## config.mk

```make
export PLATFORM = sky130hd
export DESIGN_NAME = cosine_similarity_unit_top
export DESIGN_NICKNAME = d
export VERILOG_FILES = /design/src/hw/rtl/csu_pkg.sv /design/src/hw/rtl/csu_accum.sv /design/src/hw/rtl/csu_queue.sv /design/src/hw/rtl/csu_norm.sv /design/src/hw/rtl/cosine_similarity_unit_top.sv
export VERILOG_INCLUDE_DIRS = /design/src /design/src/hw/rtl
export SDC_FILE = /design/constraint.sdc
export NUM_CORES = 2
export LEC_CHECK = 0
export ABC_AREA = 0
export BUFFER_PORTS_ARGS = -buffer_cell sky130_fd_sc_hd__clkbuf_2
export CORE_AREA = 2 2 531 665
export DETAILED_ROUTE_END_ITERATION = 10
export DIE_AREA = 0 0 533 667
export PLACE_DENSITY = 0.41
export SKIP_LAST_GASP = 1
export SYNTH_ARGS = -nofsm -noshare
export SYNTH_HDL_FRONTEND = slang
export SYNTH_HIERARCHICAL = 1
export SYNTH_SLANG_ARGS = --single-unit
```

## constraint.sdc

```tcl
create_clock -name clk -period 15.2 [get_ports clk]
set_clock_uncertainty 0.15 [all_clocks]
set_input_delay 0.76 -clock clk [delete_from_list [all_inputs] [get_ports clk]]
set_output_delay 0.76 -clock clk [all_outputs]
set_load 0.03 [all_outputs]
```

## src/hw/rtl/assert_macros.svh

```systemverilog
// Assertion macros shared by the RTL.
// No dependencies; expects clk and rst_n in the scope of use.
`ifndef ASSERT_MACROS_SVH
`define ASSERT_MACROS_SVH

// expr must hold at every clock edge out of reset
`define ASSERT_ALWAYS(label, expr, msg) \
    label: assert property (@(posedge clk) disable iff (!rst_n) (expr)) else $error(msg);

// cons must hold at every edge at which ante holds
`define ASSERT_IMPLY(label, ante, cons, msg) \
    label: assert property (@(posedge clk) disable iff (!rst_n) (ante) |-> (cons)) else $error(msg);

`endif

```

## src/hw/rtl/csu_pkg.sv

```systemverilog
// Cosine similarity unit: shared widths, constants and types.
// No dependencies.
package csu_pkg;

    localparam int ELEM_W  = 16;
    localparam int DOT_W   = 42;
    localparam int SQ_W    = 41;
    localparam int HALF_W  = 21;
    localparam int PROD_W  = 2 * SQ_W;
    localparam int ROOT_W  = SQ_W;
    localparam int REM_W   = ROOT_W + 2;
    localparam int QUO_W   = ELEM_W + 1;
    localparam int FRAC_W  = ELEM_W - 1;
    localparam int CNT_W   = 6;

    localparam int QUEUE_DEPTH = 2;
    localparam int QPTR_W      = $clog2(QUEUE_DEPTH);
    localparam int QCNT_W      = $clog2(QUEUE_DEPTH + 1);

    // index of the last step of each normaliser loop
    localparam logic [CNT_W-1:0] MUL_LAST  = CNT_W'(4);
    localparam logic [CNT_W-1:0] ROOT_LAST = CNT_W'(PROD_W / 2 - 1);
    localparam logic [CNT_W-1:0] DIV_LAST  = CNT_W'(QUO_W - 1);

    localparam logic signed [DOT_W-1:0] DOT_MAX = {1'b0, {(DOT_W-1){1'b1}}};
    localparam logic signed [DOT_W-1:0] DOT_MIN = {1'b1, {(DOT_W-1){1'b0}}};
    localparam logic [SQ_W-1:0]         SQ_MAX  = {SQ_W{1'b1}};

    localparam logic signed [ELEM_W-1:0] SIM_MAX = {1'b0, {(ELEM_W-1){1'b1}}};
    localparam logic signed [ELEM_W-1:0] SIM_MIN = {1'b1, {(ELEM_W-1){1'b0}}};
    localparam logic [QUO_W-1:0]         QUO_POS_LIM = QUO_W'(SIM_MAX);
    localparam logic [QUO_W-1:0]         QUO_NEG_LIM = {1'b0, 1'b1, {(QUO_W-2){1'b0}}};

    // finished vector sums handed from front to back
    typedef struct packed {
        logic signed [DOT_W-1:0] dot;
        logic [SQ_W-1:0]         sum_a;
        logic [SQ_W-1:0]         sum_b;
    } csu_vec_t;

    typedef struct packed {
        logic valid;
        logic full;
    } csu_queue_stat_t;

    typedef struct packed {
        logic busy;
        logic load;
    } csu_norm_stat_t;

    typedef enum logic [5:0] {
        NS_IDLE = 6'b000001,
        NS_MUL  = 6'b000010,
        NS_ROOT = 6'b000100,
        NS_CHK  = 6'b001000,
        NS_DIV  = 6'b010000,
        NS_DONE = 6'b100000
    } csu_norm_state_t;

endpackage

```

## src/hw/rtl/csu_accum.sv

```systemverilog
// Front end: saturating dot product and sums of squares, one pair per beat.
// Depends on csu_pkg.
module csu_accum
    import csu_pkg::*;
(
    input  logic                     clk,
    input  logic                     rst_n,
    input  logic                     accept,
    input  logic signed [ELEM_W-1:0] elem_a,
    input  logic signed [ELEM_W-1:0] elem_b,
    input  logic                     last,
    output logic                     push,
    output csu_vec_t                 push_data
);

    logic signed [DOT_W-1:0] dot_reg, dot_next;
    logic [SQ_W-1:0]         sa_reg, sa_next;
    logic [SQ_W-1:0]         sb_reg, sb_next;

    logic signed [2*ELEM_W-1:0] p_ab, p_aa, p_bb;
    logic signed [DOT_W:0]      dot_sum;
    logic [SQ_W:0]              sa_sum, sb_sum;
    logic signed [DOT_W-1:0]    dot_sat;
    logic [SQ_W-1:0]            sa_sat, sb_sat;

    assign p_ab = elem_a * elem_b;
    assign p_aa = elem_a * elem_a;
    assign p_bb = elem_b * elem_b;

    assign dot_sum = (DOT_W+1)'(p_ab) + {dot_reg[DOT_W-1], dot_reg};
    assign sa_sum  = {1'b0, sa_reg} + (SQ_W+1)'(p_aa[2*ELEM_W-2:0]);
    assign sb_sum  = {1'b0, sb_reg} + (SQ_W+1)'(p_bb[2*ELEM_W-2:0]);

    always_comb
    begin
        if (dot_sum[DOT_W] != dot_sum[DOT_W-1])
        begin
            dot_sat = dot_sum[DOT_W] ? DOT_MIN : DOT_MAX;
        end
        else
        begin
            dot_sat = dot_sum[DOT_W-1:0];
        end
        sa_sat = sa_sum[SQ_W] ? SQ_MAX : sa_sum[SQ_W-1:0];
        sb_sat = sb_sum[SQ_W] ? SQ_MAX : sb_sum[SQ_W-1:0];
    end

    assign push            = accept & last;
    assign push_data.dot   = dot_sat;
    assign push_data.sum_a = sa_sat;
    assign push_data.sum_b = sb_sat;

    always_comb
    begin
        dot_next = dot_reg;
        sa_next  = sa_reg;
        sb_next  = sb_reg;
        if (accept)
        begin
            // a finished vector leaves, sums restart
            dot_next = last ? '0 : dot_sat;
            sa_next  = last ? '0 : sa_sat;
            sb_next  = last ? '0 : sb_sat;
        end
    end

    always_ff @(posedge clk or negedge rst_n)
    begin
        if (!rst_n)
        begin
            dot_reg <= '0;
            sa_reg  <= '0;
            sb_reg  <= '0;
        end
        else
        begin
            dot_reg <= dot_next;
            sa_reg  <= sa_next;
            sb_reg  <= sb_next;
        end
    end

endmodule

```

## src/hw/rtl/csu_queue.sv

```systemverilog
// Short queue of finished vector sums between front and back.
// Depends on csu_pkg.
module csu_queue
    import csu_pkg::*;
(
    input  logic            clk,
    input  logic            rst_n,
    input  logic            push,
    input  csu_vec_t        push_data,
    input  logic            pop,
    output csu_vec_t        pop_data,
    output csu_queue_stat_t stat
);

    csu_vec_t          entry_reg [QUEUE_DEPTH];
    logic [QPTR_W-1:0] wr_ptr_reg, wr_ptr_next;
    logic [QPTR_W-1:0] rd_ptr_reg, rd_ptr_next;
    logic [QCNT_W-1:0] count_reg, count_next;

    assign stat.valid = (count_reg != '0);
    assign stat.full  = (count_reg == QCNT_W'(QUEUE_DEPTH));
    assign pop_data   = entry_reg[rd_ptr_reg];

    always_comb
    begin
        wr_ptr_next = wr_ptr_reg;
        rd_ptr_next = rd_ptr_reg;
        count_next  = count_reg;
        if (push)
        begin
            wr_ptr_next = (wr_ptr_reg == QPTR_W'(QUEUE_DEPTH - 1)) ? '0
                                                                   : wr_ptr_reg + 1'b1;
        end
        if (pop)
        begin
            rd_ptr_next = (rd_ptr_reg == QPTR_W'(QUEUE_DEPTH - 1)) ? '0
                                                                   : rd_ptr_reg + 1'b1;
        end
        if (push && !pop)
        begin
            count_next = count_reg + 1'b1;
        end
        else if (pop && !push)
        begin
            count_next = count_reg - 1'b1;
        end
    end

    always_ff @(posedge clk or negedge rst_n)
    begin
        if (!rst_n)
        begin
            wr_ptr_reg <= '0;
            rd_ptr_reg <= '0;
            count_reg  <= '0;
        end
        else
        begin
            wr_ptr_reg <= wr_ptr_next;
            rd_ptr_reg <= rd_ptr_next;
            count_reg  <= count_next;
        end
    end

    always_ff @(posedge clk)
    begin
        if (push)
        begin
            entry_reg[wr_ptr_reg] <= push_data;
        end
    end

endmodule

```

## src/hw/rtl/csu_norm.sv

```systemverilog
// Back end: product of the sums, integer root, division and saturation. Depends
// on csu_pkg. One step per cycle, stalled by out_stall; holds the output register.
module csu_norm
    import csu_pkg::*;
(
    input  logic                     clk,
    input  logic                     rst_n,
    input  csu_queue_stat_t          q_stat,
    input  csu_vec_t                 q_data,
    output logic                     pop,
    output logic signed [ELEM_W-1:0] similarity,
    output logic                     zero_magnitude,
    output logic                     out_valid,
    input  logic                     out_stall,
    output csu_norm_stat_t           stat
);

    csu_norm_state_t state_reg, state_next;
    logic [CNT_W-1:0] cnt_reg, cnt_next;
    logic             out_valid_reg, out_valid_next;

    logic signed [DOT_W-1:0]  dot_reg, dot_next;
    logic [SQ_W-1:0]          sa_reg, sa_next;
    logic [SQ_W-1:0]          sb_reg, sb_next;
    logic [2*HALF_W-1:0]      pp_reg, pp_next;
    logic [1:0]               pp_sh_reg, pp_sh_next;
    logic [PROD_W-1:0]        prod_reg, prod_next;
    logic [REM_W-1:0]         rem_reg, rem_next;
    logic [ROOT_W-1:0]        root_reg, root_next;
    logic [QUO_W-1:0]         num_reg, num_next;
    logic [QUO_W-1:0]         quo_reg, quo_next;
    logic                     zero_reg, zero_next;
    logic                     ovf_reg, ovf_next;
    logic signed [ELEM_W-1:0] sim_reg, sim_next;
    logic                     zm_reg, zm_next;

    logic [HALF_W-1:0]   a_half, b_half;
    logic [2*HALF_W-1:0] pp_mul;
    logic [PROD_W-1:0]   pp_shifted;
    logic [REM_W-1:0]    rt_sh, rt_trial, dv_sh, dv_div;
    logic                rt_ge, dv_ge, ovf_chk, load;
    logic [ROOT_W-1:0]   root_eff;
    logic [DOT_W-1:0]    mag;
    logic [QUO_W-1:0]    quo_neg;
    logic signed [ELEM_W-1:0] sim_val;

    // partial products of the 41x41 product, 21-bit halves
    assign a_half = cnt_reg[0] ? {1'b0, sa_reg[SQ_W-1:HALF_W]} : sa_reg[HALF_W-1:0];
    assign b_half = cnt_reg[1] ? {1'b0, sb_reg[SQ_W-1:HALF_W]} : sb_reg[HALF_W-1:0];
    assign pp_mul = a_half * b_half;

    always_comb
    begin
        case (pp_sh_reg)
            2'd0:    pp_shifted = PROD_W'(pp_reg);
            2'd1:    pp_shifted = PROD_W'(pp_reg) << HALF_W;
            2'd2:    pp_shifted = PROD_W'(pp_reg) << (2 * HALF_W);
            default: pp_shifted = '0;
        endcase
    end

    // restoring root, two radicand bits per step
    assign rt_sh    = {rem_reg[REM_W-3:0], prod_reg[PROD_W-1:PROD_W-2]};
    assign rt_trial = {root_reg, 2'b01};
    assign rt_ge    = (rt_sh >= rt_trial);

    assign root_eff = (root_reg == '0) ? ROOT_W'(1) : root_reg;
    assign mag      = dot_reg[DOT_W-1] ? DOT_W'(-dot_reg) : DOT_W'(dot_reg);
    // quotient reaches 2^17 exactly when mag >= 4 * root
    assign ovf_chk  = ({1'b0, mag} >= {root_eff, 2'b00});

    // restoring division, one quotient bit per step
    assign dv_sh  = {rem_reg[REM_W-2:0], num_reg[QUO_W-1]};
    assign dv_div = {2'b00, root_reg};
    assign dv_ge  = (dv_sh >= dv_div);

    assign quo_neg = QUO_W'(0) - quo_reg;

    always_comb
    begin
        if (zero_reg)
        begin
            sim_val = '0;
        end
        else if (dot_reg[DOT_W-1])
        begin
            sim_val = (ovf_reg || quo_reg > QUO_NEG_LIM) ? SIM_MIN : quo_neg[ELEM_W-1:0];
        end
        else
        begin
            sim_val = (ovf_reg || quo_reg > QUO_POS_LIM) ? SIM_MAX : quo_reg[ELEM_W-1:0];
        end
    end

    assign load = (state_reg == NS_DONE) && (!out_valid_reg || !out_stall);
    assign pop  = (state_reg == NS_IDLE) && q_stat.valid;

    always_comb
    begin
        state_next     = state_reg;
        cnt_next       = cnt_reg;
        dot_next       = dot_reg;
        sa_next        = sa_reg;
        sb_next        = sb_reg;
        pp_next        = pp_reg;
        pp_sh_next     = pp_sh_reg;
        prod_next      = prod_reg;
        rem_next       = rem_reg;
        root_next      = root_reg;
        num_next       = num_reg;
        quo_next       = quo_reg;
        zero_next      = zero_reg;
        ovf_next       = ovf_reg;
        sim_next       = sim_reg;
        zm_next        = zm_reg;
        out_valid_next = out_valid_reg;

        if (out_valid_reg && !out_stall)
        begin
            out_valid_next = 1'b0;
        end

        case (state_reg)
            NS_IDLE:
            begin
                if (q_stat.valid)
                begin
                    dot_next   = q_data.dot;
                    sa_next    = q_data.sum_a;
                    sb_next    = q_data.sum_b;
                    zero_next  = (q_data.sum_a == '0) || (q_data.sum_b == '0);
                    ovf_next   = 1'b0;
                    prod_next  = '0;
                    cnt_next   = '0;
                    state_next = zero_next ? NS_DONE : NS_MUL;
                end
            end
            NS_MUL:
            begin
                // multiply into pp_reg, add the previous one into the product
                if (cnt_reg != '0)
                begin
                    prod_next = prod_reg + pp_shifted;
                end
                if (cnt_reg == MUL_LAST)
                begin
                    rem_next   = '0;
                    root_next  = '0;
                    cnt_next   = '0;
                    state_next = NS_ROOT;
                end
                else
                begin
                    pp_next    = pp_mul;
                    pp_sh_next = 2'(cnt_reg[0]) + 2'(cnt_reg[1]);
                    cnt_next   = cnt_reg + 1'b1;
                end
            end
            NS_ROOT:
            begin
                rem_next  = rt_ge ? rt_sh - rt_trial : rt_sh;
                root_next = {root_reg[ROOT_W-2:0], rt_ge};
                prod_next = prod_reg << 2;
                cnt_next  = cnt_reg + 1'b1;
                if (cnt_reg == ROOT_LAST)
                begin
                    state_next = NS_CHK;
                end
            end
            NS_CHK:
            begin
                root_next  = root_eff;
                ovf_next   = ovf_chk;
                rem_next   = REM_W'(mag[DOT_W-1:2]);
                num_next   = {mag[1:0], {FRAC_W{1'b0}}};
                quo_next   = '0;
                cnt_next   = '0;
                state_next = ovf_chk ? NS_DONE : NS_DIV;
            end
            NS_DIV:
            begin
                rem_next = dv_ge ? dv_sh - dv_div : dv_sh;
                quo_next = {quo_reg[QUO_W-2:0], dv_ge};
                num_next = num_reg << 1;
                cnt_next = cnt_reg + 1'b1;
                if (cnt_reg == DIV_LAST)
                begin
                    state_next = NS_DONE;
                end
            end
            NS_DONE:
            begin
                if (load)
                begin
                    sim_next       = sim_val;
                    zm_next        = zero_reg;
                    out_valid_next = 1'b1;
                    state_next     = NS_IDLE;
                end
            end
            default:
            begin
                state_next = NS_IDLE;
            end
        endcase
    end

    always_ff @(posedge clk or negedge rst_n)
    begin
        if (!rst_n)
        begin
            state_reg     <= NS_IDLE;
            cnt_reg       <= '0;
            out_valid_reg <= 1'b0;
        end
        else
        begin
            state_reg     <= state_next;
            cnt_reg       <= cnt_next;
            out_valid_reg <= out_valid_next;
        end
    end

    always_ff @(posedge clk)
    begin
        dot_reg   <= dot_next;
        sa_reg    <= sa_next;
        sb_reg    <= sb_next;
        pp_reg    <= pp_next;
        pp_sh_reg <= pp_sh_next;
        prod_reg  <= prod_next;
        rem_reg   <= rem_next;
        root_reg  <= root_next;
        num_reg   <= num_next;
        quo_reg   <= quo_next;
        zero_reg  <= zero_next;
        ovf_reg   <= ovf_next;
        sim_reg   <= sim_next;
        zm_reg    <= zm_next;
    end

    assign similarity     = sim_reg;
    assign zero_magnitude = zm_reg;
    assign out_valid      = out_valid_reg;
    assign stat.busy      = (state_reg != NS_IDLE);
    assign stat.load      = load;

endmodule

```

## src/hw/rtl/cosine_similarity_unit_top.sv

```systemverilog
// Cosine similarity unit top: front accumulator, two-entry queue, back normaliser.
// Throughput: one element pair per cycle while in_stall is low. The back end takes
//   one vector at a time through product, root, range check, divide and hand-over,
//   skips the divide when the quotient overflows and goes straight to hand-over when
//   a sum is zero. in_stall rises only while two finished vectors wait.
// Reset (rst_n, async low) clears sums, queue, sequencer and output valid.
`include "assert_macros.svh"

module cosine_similarity_unit_top
    import csu_pkg::*;
(
    input  logic                     clk,
    input  logic                     rst_n,
    input  logic                     in_valid,
    output logic                     in_stall,
    input  logic signed [ELEM_W-1:0] elem_a,
    input  logic signed [ELEM_W-1:0] elem_b,
    input  logic                     last,
    output logic                     out_valid,
    input  logic                     out_stall,
    output logic signed [ELEM_W-1:0] similarity,
    output logic                     zero_magnitude
);

    logic            in_accept;
    logic            q_push;
    logic            q_pop;
    csu_vec_t        q_wdata;
    csu_vec_t        q_rdata;
    csu_queue_stat_t q_stat;
    csu_norm_stat_t  n_stat;

    // Stall only while the queue is full: the front end keeps summing while
    // the back end normalises earlier vectors.
    assign in_stall  = q_stat.full;
    assign in_accept = in_valid && !in_stall;

    // Front: saturating sums; a last beat hands the finished sums on.
    csu_accum u_accum (
        .clk       (clk),
        .rst_n     (rst_n),
        .accept    (in_accept),
        .elem_a    (elem_a),
        .elem_b    (elem_b),
        .last      (last),
        .push      (q_push),
        .push_data (q_wdata)
    );

    // Decouples the one-beat front from the multi-cycle back.
    csu_queue u_queue (
        .clk       (clk),
        .rst_n     (rst_n),
        .push      (q_push),
        .push_data (q_wdata),
        .pop       (q_pop),
        .pop_data  (q_rdata),
        .stat      (q_stat)
    );

    // Back: product of sums, root, divide, saturate, output register.
    csu_norm u_norm (
        .clk            (clk),
        .rst_n          (rst_n),
        .q_stat         (q_stat),
        .q_data         (q_rdata),
        .pop            (q_pop),
        .similarity     (similarity),
        .zero_magnitude (zero_magnitude),
        .out_valid      (out_valid),
        .out_stall      (out_stall),
        .stat           (n_stat)
    );

    // Queue must never be written while full.
    `ASSERT_IMPLY(a_no_push_full, q_push, !q_stat.full, "queue written while full")
    // A zero-magnitude result carries a zero similarity.
    `ASSERT_IMPLY(a_zero_result, out_valid && zero_magnitude, similarity == '0, "bad zero result")
    // New result only goes into a free or draining output register.
    `ASSERT_IMPLY(a_load_free, n_stat.load, !out_valid || !out_stall, "held beat overwritten")
    // The back end only pops while idle.
    `ASSERT_IMPLY(a_pop_idle, q_pop, !n_stat.busy && q_stat.valid, "pop while busy or empty")

endmodule
```

# == After elaboration in Yosys (flattened, before gate mapping) ==
# Memories as Yosys holds them, arrays and structs flattened.
# Index checks and enable logic that the tools add are counted.
# word_totals
memories,1
ff_bits,527
ramBits,248
output_inout_bits,19
# op_classes
n_mux,48
n_reduce_logical,38
n_eq_ne,19
bitwise,2
addsub,14
magnitude_cmp,5
multipliers,4
# mem_list
memory,words,word_bits,rd,rd_clocked_by_memory_dff,wr,line_no,rtl
u_queue.entry_reg,2,124,1,0,1,csu_queue.sv:15,csu_vec_t entry_reg [QUEUE_DEPTH];
# ops
op,n
82-bit case mux with 3 select lines,2
42-bit 2-to-1 mux,7
41-bit 2-to-1 mux,6
42-bit case mux with 4 select lines,1
82-bit 2-to-1 mux,2
41-bit logical NOT,3
41-bit case mux with 3 select lines,1
41-bit by 31-bit adder with 42-bit output,2
82-bit adder,1
17-bit case mux with 2 select lines,2
16-bit by 16-bit multiplier with 31-bit output,2
6-bit 2-to-1 mux,9
16-bit 2-to-1 mux,3
32-bit by 42-bit adder with 43-bit output,1
42-bit by 43-bit >= comparator with 1-bit output,1
43-bit by 41-bit >= comparator with 1-bit output,1
43-bit >= comparator,1
21-bit by 21-bit multiplier with 42-bit output,1
21-bit 2-to-1 mux,2
42-bit negation,1
42-bit by 41-bit subtractor with 42-bit output,1
42-bit subtractor,1
6-bit case mux with 6 select lines,1
16-bit by 16-bit multiplier with 32-bit output,1
36 further kinds,77

# == Longest topological paths before layout ==
# depth
depth_word,8
ltp_mapped,36
mapped_depth_nobuf,33

# == Cells and area by module ==
# The synthesis kept the hierarchy.
# by_module_without_submodules
mod,seq_area_each_um2,n_inst,cells_per_inst,area_per_inst_um2
csu_norm,11467.2,1,4552,42085.4
csu_accum,3103.0,1,4318,39163.8
csu_queue,7547.2,1,402,9334.0
cosine_similarity_unit_top,0.0,1,1,13.8

# == Worst setup path after synthesis ==
# Ideal clock, no wire load.
# synth_path
path_kind,register to register
from,"reg, netlist name u_norm/cnt_reg[1]"
to,reg u_queue.count_reg[1]
stages_incl_launch_ff,16
t_arrival_ns,10.035
setup_slack_ns,4.936
period_less_slack_ns,10.264
path_cell_list,dfrtp_1 -> clkbuf_1 -> buf_1 -> clkbuf_1 -> inv_1 -> ha_1 -> nor3b_1 -> a31oi_1 -> a2111oi_0 -> o21ai_0 -> nor2_1 -> inv_1 -> ha_1 -> xor2_1 -> nor2_1 -> xor2_1
# synth_rtl
element,line_no,rtl
"end signal, assigned",csu_queue.sv:61,count_reg <= count_next;
"end, declared",csu_queue.sv:18,"logic [QCNT_W-1:0] count_reg, count_next;"

# == Worst setup path after layout ==
# layout_path
from,in elem_a[15]
to,reg u_accum.dot_reg[9]
# layout_via
elab_chain_cells,5
word_cells_on_any_way,6
# layout_rtl
element,line_no,rtl
"start, declared",cosine_similarity_unit_top.sv:16,"input logic signed [ELEM_W-1:0] elem_a,"
16-bit by 16-bit multiplier with 32-bit output *,csu_accum.sv:26,assign p_ab = elem_a * elem_b;
32-bit by 42-bit adder with 43-bit output *,csu_accum.sv:30,"assign dot_sum = (DOT_W+1)'(p_ab) + {dot_reg[DOT_W-1], dot_reg};"
42-bit 2-to-1 mux or 1-bit != test (tied branches),"csu_accum.sv:38, csu_accum.sv:36",
42-bit 2-to-1 mux *,csu_accum.sv:36,if (dot_sum[DOT_W] != dot_sum[DOT_W-1])
42-bit 2-to-1 mux *,csu_accum.sv:61,dot_next = last ? '0 : dot_sat;
"end signal, assigned",csu_accum.sv:77,dot_reg <= dot_next;
"end, declared",csu_accum.sv:16,"logic signed [DOT_W-1:0] dot_reg, dot_next;"
# Mark *: on every way between the ends. The rest lies on a longest branch, timed or not.
# A chain may end at the register's enable or synchronous reset.

==> out/results.ini <==
[status]
run_status = finished clean

[cells_and_area]
n_fill_cell = 36800
largest_reg_flops = 248
final_cell_mix = inv_1, fa_1, nand2_1
areaGrowthSynthToFinish_pct = 9.61
nets = 11100
stdcell_count = 13900
mostFrequentLayoutCell = inv_1
drive_gt1_frac = 0.0645

[sta]
min_period_ns = 10.49
max_freq_ghz = 0.0953
slew_violations = 0
setup_viol = 0
max_slew_margin = 0.152
tightest_slew_ns = 1.25
rsz0062_at_grt = false
hold_viol = 0
finalSetupTns_ns = 0
finalCritPeriodShare = 0.690

[clock_tree]
ctsResizeCount = 0
insertion_delay_ns = 0.73
cts_num_sinks = 760
h-tree-depth = 3
clk_pin_slew_ns = 0.07
postCtsSetupBuffers = 0
numCtsBuffers = 88
cts-root-buf = clkbuf_16
cts_buffer_depth = 3
tritoncts = built

[worst_setup_path]
crit_type = input pin to flop
cp.arrival_ns = 10.94
required_ns = 15.65
path_buf_inv = 5
cp_slowest_stage_delay_ns = 1.06
startpoint_type = input pin
crit_top_cell = fa_1
critPathMaxFanout = 43
end_kind = flop
path_cells = clkbuf_2, buf_4, clkinv_1, nor2_1, fa_1, fa_1, inv_1, fa_1, fa_1, inv_1, fa_1, fa_1, ha_1, a21o_1, a21o_1, a2111oi_2, nor4_1, a2111oi_0, a21boi_0, nor2_4, o21ai_1, o221ai_1
crit_family = adder cells
cp_slowest_cell = fa_1

[hold_path]
min-delay-path-class = input pin to flop

[detailed_routing]
viasPerCell = 4.75
dr.first_iter.drc_count = 3541
drtAntennaViolNets = 0
wl_per_cell_um = 20.3
dr_total_vias = 66000
drcViolationCount = 0
first_pass_iters = 5
finalWirelength_um = 281000

[die]
ios = 56
die-area_um2 = 356000
dieWidth_um = 533
fp.coreArea_um2 = 349000
die_h_um = 667
row_count = 243
start_util = 0.259

[grt]
antenna_found_initial = 10
grt_pass1_wl_um = 434000
grt.overflow.total = 0
grt_max_degree = 125
grt_pass1_vias = 71800
grtUsageTotal = 0.157

[synth]
syn_nets = 11200
postSynthAreaPerCell_um2 = 9.77
syn_inst = 9272
syn_area_um2 = 90600
yosys_warnings = 6

[placement]
dp_hpwl_um = 221000
port_buffers = 55
gp_congestion = 0.873
post-place-cells = 13700

[job]
max-cap-violations = 0

[worst register-to-register path, delay by kind of cell (launching register included)]
kind            cells  cell delay, ns
flops               1            0.68
mux                 1            1.11
buf+inv             6            0.96
simple gates        3            0.58
xor+xnor            1            0.11
compound gates      8            2.09
fa+ha+maj           8            3.92
[per-layer routing]
metal  track usage  vias to the layer above  wire length, um
li1              -                    30600                -
met1         0.193                    33800           120000
met2         0.290                     1176           145000
met3        0.0121                      342             7750
met4        0.0444                        2             8320
met5             0                        -               11
[area by class of cell]
class,count,area [um^2],share of cell area
Timing Repair Buffer,167,1140,0.0115
Multi-Input combinational cell,6571,61300,0.617
Clock buffer,111,2340,0.0236
Antenna cell,2,5.00,0.0000504
Sequential cell,760,22100,0.223
Tap cell,4655,5820,0.0587
Inverter,1560,5860,0.0590
Clock inverter,54,739,0.00745
[stage by stage]
| step | hold slack [ns] | util | cell area (um^2) | setup WS [ns] |
|---|---|---|---|---|
| 6_report | 0.246 | 0.284 | 99300 | 4.71 |
| 5_1_grt | 0.302 | 0.284 | 99300 | 4.01 |
| 4_1_cts | 0.243 | 0.284 | 99300 | 4.69 |
| 3_5_place_dp | 0.331 | 0.275 | 96200 | 3.97 |
| 3_3_place_gp | 0.319 | 0.275 | 96200 | 4.10 |
| 2_1_floorplan | 0.274 | - | 90600 | 4.94 |
[path summary, 6_finish.rpt]
| kind | start | end | slack [ns] | depth (start not counted) |
|---|---|---|---|---|
| setup reg to reg | u_norm/cnt_reg[1]$_DFFE_PN0P_ | u_norm/pp_reg[41]$_DFFE_PP_ | 5.38 | 27 |
| hold reg to reg | u_queue/count_reg[1]$_DFFE_PN0P_ | u_queue/count_reg[1]$_DFFE_PN0P_ | 0.33 | 1 |
| max in group asynchronous | rst_n | u_accum/sa_reg[6]$_DFFE_PN0P_ | 13.19 | 3 |
| min in group asynchronous | rst_n | u_norm/state_reg[1]$_DFFE_PN0P_ | 0.42 | 2 |
| setup / recovery | elem_a[15] | u_accum/dot_reg[9]$_DFFE_PN0P_ | 4.71 | 22 |
| hold / removal | out_stall | u_norm/out_valid$_DFF_PN0_ | 0.25 | 3 |
[timing repair]
| item | CTS | global route |
|---|---|---|
| hold endpoints to repair | 43 | 0 |
| hold buffers | 1 | 0 |
| setup endpoints to repair | 0 | 0 |
Power is not shown: default switching activity piles up to over one toggle a cycle in this logic, so the estimate is an artifact.
